<file path="config.mk">
export PLATFORM = sky130hd
export DESIGN_NAME = wasm_type_section_parser_unit
export DESIGN_NICKNAME = d
export VERILOG_FILES = /design/src/design/wtsp_pkg.sv /design/src/design/wasm_type_section_parser_unit.sv
export SDC_FILE = /design/constraint.sdc
export NUM_CORES = 1
export LEC_CHECK = 0
export BUFFER_PORTS_ARGS = -buffer_cell sky130_fd_sc_hd__buf_2
export CORE_MARGIN = 2
export CORE_UTILIZATION = 67
export DETAILED_ROUTE_END_ITERATION = 8
export GPL_TIMING_DRIVEN = 0
export HOLD_SLACK_MARGIN = 0.05
export PLACE_DENSITY = 0.85
export SKIP_CTS_REPAIR_TIMING = 1
export SYNTH_ARGS = -nofsm -noshare
export SYNTH_HDL_FRONTEND = slang
export SYNTH_SLANG_ARGS = --single-unit
</file>
<file path="constraint.sdc">
create_clock -name clk -period 7.9 [get_ports clk]
set_input_delay 2.37 -clock clk [delete_from_list [all_inputs] [get_ports clk]]
set_output_delay 2.37 -clock clk [all_outputs]
set_load 0.1 [all_outputs]
</file>
<file path="src/design/wtsp_pkg.sv">
// Shared types and constants for the WebAssembly type section parser.
// Holds event kinds, error codes, value-type checks and the result record.
// No dependencies.
`default_nettype none

package wtsp_pkg;

    // Event kinds carried by a result transaction
    localparam logic [1:0] KIND_PARAM = 2'd0;
    localparam logic [1:0] KIND_FUNC  = 2'd1;
    localparam logic [1:0] KIND_ERROR = 2'd2;

    // Error codes
    localparam logic [2:0] ERR_NONE         = 3'd0;
    localparam logic [2:0] ERR_BAD_FORM     = 3'd1;
    localparam logic [2:0] ERR_BAD_TYPE     = 3'd2;
    localparam logic [2:0] ERR_MANY_RESULTS = 3'd3;
    localparam logic [2:0] ERR_TRUNCATED    = 3'd4;
    localparam logic [2:0] ERR_OVERLONG     = 3'd5;

    // Function type form byte, value-type code ranges and the parameter count limit
    localparam logic [31:0] FORM_FUNC   = 32'h0000_0060;
    localparam logic [31:0] NUM_TYPE_LO = 32'h0000_007B;
    localparam logic [31:0] NUM_TYPE_HI = 32'h0000_007F;
    localparam logic [31:0] REF_TYPE_LO = 32'h0000_0071;
    localparam logic [31:0] REF_TYPE_HI = 32'h0000_0074;
    localparam logic [31:0] MAX_PARAMS  = 32'h0000_00FF;

    // Result queue sizing
    localparam int RES_DEPTH = 4;
    localparam int RES_PTR_W = 2;
    localparam int RES_CNT_W = 3;

    typedef struct packed {
        logic [1:0]  event_kind;
        logic [31:0] type_index;
        logic [7:0]  param_position;
        logic [6:0]  value_type;
        logic        result_present;
        logic [2:0]  error_code;
        logic        last_of_run;
    } result_t;

    function automatic logic is_value_type(input logic [31:0] v);
        return ((v >= NUM_TYPE_LO) && (v <= NUM_TYPE_HI))
            || ((v >= REF_TYPE_LO) && (v <= REF_TYPE_HI));
    endfunction

endpackage

`default_nettype wire

</file>
<file path="src/design/wasm_type_section_parser_unit.sv">
// Top level of the WebAssembly type section parser: byte decoder and result queue.
// Depends on wtsp_pkg for the result record, event kinds and error codes.
`default_nettype none

// Usage
// Input channel (in_valid / in_stall): one section byte per transaction, with
//   section_last high on the final byte of the section.
// Output channel (out_valid / out_stall): one event per transaction: a
//   parameter type, a completed function type, or an error.
// Each accepted byte is decoded in the cycle it is accepted: the LEB128
//   accumulator, phase and counters update at that clock edge, and the zero,
//   one or two events it causes are written to a four-entry result queue.
// An event is offered on the output once it reaches the head of the queue.
// Throughput: one byte per cycle while the receiver keeps up; a byte that
//   causes two events (a final byte that also truncates) writes both at once,
//   and the queue absorbs the extra event.
// in_stall rises when fewer than two queue entries are free, so a stalled
//   receiver holds the head event steady and back-pressures the source.
// Reset clears the decoder to "expecting type count" and empties the queue.
// After an error, bytes are dropped until the final byte of the section,
//   which returns the parser to its reset state.
module wasm_type_section_parser_unit
    import wtsp_pkg::*;
#(
    parameter int MAX_LEB_BYTES = 5
)
(
    input  wire logic        clk,
    input  wire logic        rst_n,
    input  wire logic        in_valid,
    output logic             in_stall,
    input  wire logic [7:0]  data_byte,
    input  wire logic        section_last,
    output logic             out_valid,
    input  wire logic        out_stall,
    output logic [1:0]       event_kind,
    output logic [31:0]      type_index,
    output logic [7:0]       param_position,
    output logic [6:0]       value_type,
    output logic             result_present,
    output logic [2:0]       error_code,
    output logic             last_of_run
);

    localparam int CNT_W = $clog2(MAX_LEB_BYTES + 1);
    localparam int SH_W  = $clog2(7 * MAX_LEB_BYTES);

    typedef enum logic [2:0] {
        PH_COUNT,
        PH_FORM,
        PH_NPARAM,
        PH_PARAM,
        PH_NRESULT,
        PH_RESULT,
        PH_DONE
    } phase_t;

    // Decoder state
    phase_t             phase_reg,      phase_next;
    logic [31:0]        acc_reg,        acc_next;
    logic [CNT_W-1:0]   cnt_reg,        cnt_next;
    logic [31:0]        types_left_reg, types_left_next;
    logic [31:0]        cur_type_reg,   cur_type_next;
    logic [7:0]         ptotal_reg,     ptotal_next;
    logic [7:0]         pseen_reg,      pseen_next;
    logic               hold_reg,       hold_next;

    // Result queue
    result_t                res_mem [RES_DEPTH];
    logic [RES_PTR_W-1:0]   wr_ptr_reg, wr_ptr_next;
    logic [RES_PTR_W-1:0]   rd_ptr_reg, rd_ptr_next;
    logic [RES_CNT_W-1:0]   count_reg,  count_next;

    logic           in_acc;
    logic           out_acc;
    logic           active;
    logic [SH_W-1:0] shamt;
    logic [31:0]    acc_full;
    logic [7:0]     pseen_inc;
    logic [31:0]    left_dec;
    logic           r0_valid;
    logic           r1_valid;
    result_t        r0;
    result_t        r1;
    result_t        push_first;
    logic [1:0]     n_push;

    assign in_acc  = in_valid && !in_stall;
    assign out_acc = out_valid && !out_stall;

    // Hold the source off unless two free entries remain
    assign in_stall  = (count_reg > RES_CNT_W'(RES_DEPTH - 2));
    assign out_valid = (count_reg != '0);

    assign active    = !hold_reg && (phase_reg != PH_DONE);
    assign shamt     = SH_W'(cnt_reg) * SH_W'(7);
    assign acc_full  = acc_reg | (32'(data_byte[6:0]) << shamt);
    assign pseen_inc = pseen_reg + 8'd1;
    assign left_dec  = types_left_reg - 32'd1;

    // Byte decoder: next state and the events caused by this byte
    always_comb
    begin
        phase_next      = phase_reg;
        acc_next        = acc_reg;
        cnt_next        = cnt_reg;
        types_left_next = types_left_reg;
        cur_type_next   = cur_type_reg;
        ptotal_next     = ptotal_reg;
        pseen_next      = pseen_reg;
        hold_next       = hold_reg;
        r0_valid        = 1'b0;
        r0              = '0;
        r0.type_index   = cur_type_reg;
        r1_valid        = 1'b0;
        r1              = '0;

        if (active)
        begin
            acc_next = acc_full;
            if (data_byte[7])
            begin
                // Continuation byte: grow the number or flag it as overlong
                if (({1'b0, cnt_reg} + (CNT_W + 1)'(1)) >= (CNT_W + 1)'(MAX_LEB_BYTES))
                begin
                    r0_valid      = 1'b1;
                    r0.event_kind = KIND_ERROR;
                    r0.error_code = ERR_OVERLONG;
                    hold_next     = 1'b1;
                end
                else
                begin
                    cnt_next = cnt_reg + CNT_W'(1);
                end
            end
            else
            begin
                acc_next = '0;
                cnt_next = '0;
                unique case (phase_reg)
                    PH_COUNT:
                    begin
                        types_left_next = acc_full;
                        cur_type_next   = '0;
                        phase_next      = (acc_full == '0) ? PH_DONE : PH_FORM;
                    end
                    PH_FORM:
                    begin
                        if (acc_full != FORM_FUNC)
                        begin
                            r0_valid      = 1'b1;
                            r0.event_kind = KIND_ERROR;
                            r0.error_code = ERR_BAD_FORM;
                            hold_next     = 1'b1;
                        end
                        else
                        begin
                            phase_next = PH_NPARAM;
                        end
                    end
                    PH_NPARAM:
                    begin
                        if (acc_full > MAX_PARAMS)
                        begin
                            r0_valid      = 1'b1;
                            r0.event_kind = KIND_ERROR;
                            r0.error_code = ERR_OVERLONG;
                            hold_next     = 1'b1;
                        end
                        else
                        begin
                            ptotal_next = acc_full[7:0];
                            pseen_next  = '0;
                            phase_next  = (acc_full == '0) ? PH_NRESULT : PH_PARAM;
                        end
                    end
                    PH_PARAM:
                    begin
                        r0_valid = 1'b1;
                        if (!is_value_type(acc_full))
                        begin
                            r0.event_kind = KIND_ERROR;
                            r0.error_code = ERR_BAD_TYPE;
                            hold_next     = 1'b1;
                        end
                        else
                        begin
                            r0.event_kind     = KIND_PARAM;
                            r0.param_position = pseen_reg;
                            r0.value_type     = acc_full[6:0];
                            pseen_next        = pseen_inc;
                            if (pseen_inc >= ptotal_reg)
                            begin
                                phase_next = PH_NRESULT;
                            end
                        end
                    end
                    PH_NRESULT:
                    begin
                        if (acc_full > 32'd1)
                        begin
                            r0_valid      = 1'b1;
                            r0.event_kind = KIND_ERROR;
                            r0.error_code = ERR_MANY_RESULTS;
                            hold_next     = 1'b1;
                        end
                        else if (acc_full == '0)
                        begin
                            r0_valid          = 1'b1;
                            r0.event_kind     = KIND_FUNC;
                            r0.param_position = ptotal_reg;
                            cur_type_next     = cur_type_reg + 32'd1;
                            types_left_next   = left_dec;
                            phase_next        = (left_dec == '0) ? PH_DONE : PH_FORM;
                        end
                        else
                        begin
                            phase_next = PH_RESULT;
                        end
                    end
                    PH_RESULT:
                    begin
                        r0_valid = 1'b1;
                        if (!is_value_type(acc_full))
                        begin
                            r0.event_kind = KIND_ERROR;
                            r0.error_code = ERR_BAD_TYPE;
                            hold_next     = 1'b1;
                        end
                        else
                        begin
                            r0.event_kind     = KIND_FUNC;
                            r0.param_position = ptotal_reg;
                            r0.value_type     = acc_full[6:0];
                            r0.result_present = 1'b1;
                            cur_type_next     = cur_type_reg + 32'd1;
                            types_left_next   = left_dec;
                            phase_next        = (left_dec == '0) ? PH_DONE : PH_FORM;
                        end
                    end
                    default:
                    begin
                        phase_next = phase_reg;
                    end
                endcase
            end
        end

        // Final byte: flag an unfinished section, then return to reset state
        if (section_last)
        begin
            if (!hold_next && (phase_next != PH_DONE))
            begin
                r1_valid      = 1'b1;
                r1.event_kind = KIND_ERROR;
                r1.type_index = cur_type_next;
                r1.error_code = ERR_TRUNCATED;
            end
            phase_next      = PH_COUNT;
            acc_next        = '0;
            cnt_next        = '0;
            types_left_next = '0;
            cur_type_next   = '0;
            ptotal_next     = '0;
            pseen_next      = '0;
            hold_next       = 1'b0;
        end

        // Mark the final event of this byte
        if (r1_valid)
        begin
            r1.last_of_run = 1'b1;
        end
        else
        begin
            r0.last_of_run = 1'b1;
        end
    end

    // Queue bookkeeping
    always_comb
    begin
        push_first  = r0_valid ? r0 : r1;
        n_push      = in_acc ? (2'(r0_valid) + 2'(r1_valid)) : 2'd0;
        wr_ptr_next = wr_ptr_reg + RES_PTR_W'(n_push);
        rd_ptr_next = rd_ptr_reg + RES_PTR_W'(out_acc);
        count_next  = count_reg + RES_CNT_W'(n_push) - RES_CNT_W'(out_acc);
    end

    always_ff @(posedge clk or negedge rst_n)
    begin
        if (!rst_n)
        begin
            phase_reg      <= PH_COUNT;
            acc_reg        <= '0;
            cnt_reg        <= '0;
            types_left_reg <= '0;
            cur_type_reg   <= '0;
            ptotal_reg     <= '0;
            pseen_reg      <= '0;
            hold_reg       <= 1'b0;
            wr_ptr_reg     <= '0;
            rd_ptr_reg     <= '0;
            count_reg      <= '0;
        end
        else
        begin
            if (in_acc)
            begin
                phase_reg      <= phase_next;
                acc_reg        <= acc_next;
                cnt_reg        <= cnt_next;
                types_left_reg <= types_left_next;
                cur_type_reg   <= cur_type_next;
                ptotal_reg     <= ptotal_next;
                pseen_reg      <= pseen_next;
                hold_reg       <= hold_next;
            end
            wr_ptr_reg <= wr_ptr_next;
            rd_ptr_reg <= rd_ptr_next;
            count_reg  <= count_next;
        end
    end

    // Queue storage: up to two writes per accepted byte
    always_ff @(posedge clk)
    begin
        if (n_push != 2'd0)
        begin
            res_mem[wr_ptr_reg] <= push_first;
        end
        if (n_push == 2'd2)
        begin
            res_mem[wr_ptr_reg + RES_PTR_W'(1)] <= r1;
        end
    end

    // Present the head of the queue
    assign event_kind     = res_mem[rd_ptr_reg].event_kind;
    assign type_index     = res_mem[rd_ptr_reg].type_index;
    assign param_position = res_mem[rd_ptr_reg].param_position;
    assign value_type     = res_mem[rd_ptr_reg].value_type;
    assign result_present = res_mem[rd_ptr_reg].result_present;
    assign error_code     = res_mem[rd_ptr_reg].error_code;
    assign last_of_run    = res_mem[rd_ptr_reg].last_of_run;

    // Queue never overfills
    assert property (@(posedge clk) disable iff (!rst_n)
        count_reg <= RES_CNT_W'(RES_DEPTH))
        else $error("result queue overflow");

    // Error hold is only ever raised mid-section
    assert property (@(posedge clk) disable iff (!rst_n)
        hold_reg |-> (phase_reg != PH_DONE))
        else $error("error hold with section complete");

    // Final byte returns the decoder to its reset state
    assert property (@(posedge clk) disable iff (!rst_n)
        (in_acc && section_last) |=> ((phase_reg == PH_COUNT) && !hold_reg
                                      && (cnt_reg == '0)))
        else $error("decoder not cleared after final byte");

    // While reading parameter types, some remain to be read
    assert property (@(posedge clk) disable iff (!rst_n)
        (phase_reg == PH_PARAM) |-> (pseen_reg < ptotal_reg))
        else $error("parameter count overrun");

    // Number length never reaches the limit
    assert property (@(posedge clk) disable iff (!rst_n)
        (CNT_W + 1)'(cnt_reg) < (CNT_W + 1)'(MAX_LEB_BYTES))
        else $error("LEB byte count past limit");

endmodule

`default_nettype wire
</file>
==> reports/metrics.csv <==
metric,value,unit
top post-synthesis cells by area,"edfxtp_1, dfrtp_1, dfxtp_1, mux4_2, o21ai_0",
asr flop ratio synth,36.84,%
Final min period,7.540,ns
critical-path cell list,"clkbuf_2, nor4b_2, nor4_2, and3_1, a21o_1, clkbuf_1, a31o_2, nand2_1, a311oi_2, a21o_2, inv_1, ha_1, o21ai_0, nor2_1, a21oi_1, nor2_1, nand2_1, a21oi_1, buf_2, a21oi_1, o32ai_1",
YS warnings,0,
internal power,4202,uW
period utilization,95.45,%
routed vias,16440,
CTS tree,done,
DRT Wirelength,56640,um
max FFs per register,216,
Die ar.,28610,sq um
Final HPWL DP,38050,um
WHS Path Cells,2,
total CTS buffers,36,
Mapped Area,18270,sq um
Mapped Nets,1899,
worst r2r path cells,20,
Hold Path Class,flop to flop,
clock-pin slew on the worst setup and hold paths,0.06,ns
top_reg_cell synth,edfxtp_1,
Sw Share,46.92,%
max_cap viols,0,
sink of the worst hold path,res_mem[0][11],
first-pass GRT wire length,88180,um
sequential share of power,27.7,%
row count,60,
CP Buf/Inv Count,4,
VDD IR max,263.8,uV
Gate power share,48.9,%
Clock Latency Late Sink,0.53,ns
Max clock buf depth,3,
number of cells on the critical path,21,
H-tree Lvls,2,
FF-to-FF setup slack,0.84,ns
critical path's top delay family,compound AO/OA/AOI/OAI gates,
initial antenna violation count,0,
most common cell in the netlist,nand2_1,
most frequent cells after synthesis,"nand2_1, nor2_1, o21ai_0, edfxtp_1, dfrtp_1",
Max Clock Freq,0.1326,GHz
Seq cells post-synth,342,
Mean Syn Cell Area,9.798,sq um
post-synthesis sequential area ratio,48.59,%
Worst setup EP type,flop,
static leakage,0.007748,uW
hold slack,0.4420,ns
initial DRC count,2248,
Slew headroom,22.45,%
post-synth cell types,90,
share of cells above drive strength 1,13.69,%
Wirelength per Cell,24.18,um
"Top cell by count, worst path",a21oi_1,
met2 Usage GRT,65.00,%
status,"complete, no violations",
GPL Wtd Cong,0.9755,
CP Launch Type,primary input,
Routed Antenna Nets,0,
DP Area,19080,sq um
core area,26880,sq um
Top Ports,69,
Final Hold Vio Count,0,
Slew Limit Fails,0,
slew at the pin closest to its max-slew limit,1.154,ns
met3 Track Usage GR,7.649,%
Critical Path RT,8.15,ns
clock sinks,342,
die width,169.1,um
largest register by flop count,res_mem,
clock network power share,23.4,%
CP Data Arrival Time,7.79,ns
Worst R2R End,res_mem[3][21],
# nets final,2007,
Total Power,7916,uW
Syn-to-layout area delta,12.06,%
Via density,7.018,
port bufs,66,
GRT Total Usage,39.66,%
Post-Route Skew,0.02182,ns
GRT busiest layer,met2,
HP Start,res_mem[0][11],
Die H,169.1,um
root buffer cell,clkbuf_16,
Max stage delay on crit path,0.52,ns
Crit Path Class,primary input to flop,
Critical Path Fanout Max,10,
Final Cell Area,20480,sq um
worst r2r src,types_left_reg[13],
Pwr Density,386.6,nW/um^2
DRT Pass-1 Iters,8,
Synth Instances,1865,
largest net degree at the start of global routing,85,
Starting Density,67.99,%
ANT cells,0,
final setup violation count,0,
top cell type's share of synthesized area,23.01,%
total congestion overflow,0,
Synth area leader,edfxtp_1,
DRC Markers,0,
met1 usage,51.14,%
vias in the first global route,16200,
switching power,3714,uW
CP max-delay cell,a311oi_2,
Fill cells,1832,
Post-synth EDFFs,140,
==> placed cells by master (no fill, tap or decap), drive strengths merged, types with 6 or more instances in the layout <==
master and count:
nor2b 10, nor4 27, or3 7, a21o 16
o32ai 7, nor2 183, o21a 9, a211oi 6
nor3 39, a21oi 108, a22o 97, o41ai 6
nand4 24, a22oi 13, dfrtp 126, nor4b 7
and2 22, nor4bb 6, o21ai 240, bufinv 6
edfxtp 140, ha 20, or2 9, nand2 224
and3 14, dfxtp 76, clkinv 9, buf 112
nor3b 6, nand2b 7, clkbuf 148, o22ai 12
nand3 39, a2111oi 15, mux4 54, or4 7
inv 39, xor2 9, a31oi 30, o31ai 17
==> cell type report <==
type	count	area (sq um)	share of cell area [%]
inverters	37	146.4	0.7149
clock inverters	17	251.5	1.228
multi-input cells	1345	8733	42.65
flip-flops and latches	342	8879	43.36
well taps	341	426.7	2.084
plain buffers	141	598.1	2.921
clock buffers	49	1042	5.090
repair buffers	70	399.1	1.949
==> routing by layer <==
metal / wire (um) / part of all wire [%]
met5: 0 / 0
met4: 2797 / 4.9
met3: 5776 / 10
met2: 27060 / 48
met1: 21010 / 37
==> how the worst max path moves through the flow <==
stage,start,to,slack [ns]
2_1_floorplan,data_byte[1],res_mem[1][0],0.84
3_3_place_gp,data_byte[1],res_mem[1][29],-0.92
3_5_place_dp,data_byte[1],res_mem[1][29],-0.41
4_1_cts,data_byte[5],res_mem[1][30],0.12
5_1_grt,data_byte[1],res_mem[3][21],-0.01
6_report,data_byte[1],res_mem[3][21],0.36
==> cells by family (layout without fill, tap and decap cells) <==
kind of cell | Yosys count | count (layout) | share of synthesized area (%)
adders and majority gates | 21 | 21 | 1.479
DFF | 342 | 342 | 48.59
buffers and inverters | 178 | 314 | 4.019
muxes | 61 | 61 | 7.053
and+or+nand+nor | 648 | 648 | 16.89
xor gates and xnor gates | 14 | 14 | 0.6711
AOI/OAI and AO/OA | 601 | 601 | 21.30
==> power groups by stage <==
stage,Sequential (uW),Clock [uW],Combinational [uW]
final,2190,1850,3870
after CTS,2180,1850,3760
after detailed placement,2220,0,3730
after global routing,2210,1920,4130
after global placement,2210,0,3690
after floorplan,2170,0,2910
==> metrics by stage <==
stage          std cells  setup TNS (ns)  setup WS, ns  utilization, %
2_1_floorplan       1865               0        0.8402               -
4_1_cts             2340               0        0.1150           75.82
6_report            2342               0        0.3596           76.19
3_5_place_dp        2274          -49.48       -0.4131           71.01
5_1_grt             2342       -0.009800     -0.009800           76.19
3_3_place_gp        2272         -131.26       -0.9184           70.81
==> worst reg2reg max path, cell delays in order, from the launching register on <==
cell and delay, ns:
dfrtp_1 0.36, clkbuf_1 0.20, nor4_2 0.81, nand3_1 0.40, nor3_2 0.49, nand3b_1 0.19, a2111oi_0 0.81, a21oi_1 0.24
o32ai_2 0.50, a21o_2 0.29, inv_1 0.13, ha_1 0.37, o21ai_0 0.38, nor2_1 0.21, a21oi_1 0.47, nor2_1 0.08
nand2_1 0.08, a21oi_1 0.06, buf_2 0.26, a21oi_1 0.30, o32ai_1 0.16
(Power assumes the default switching activity.)
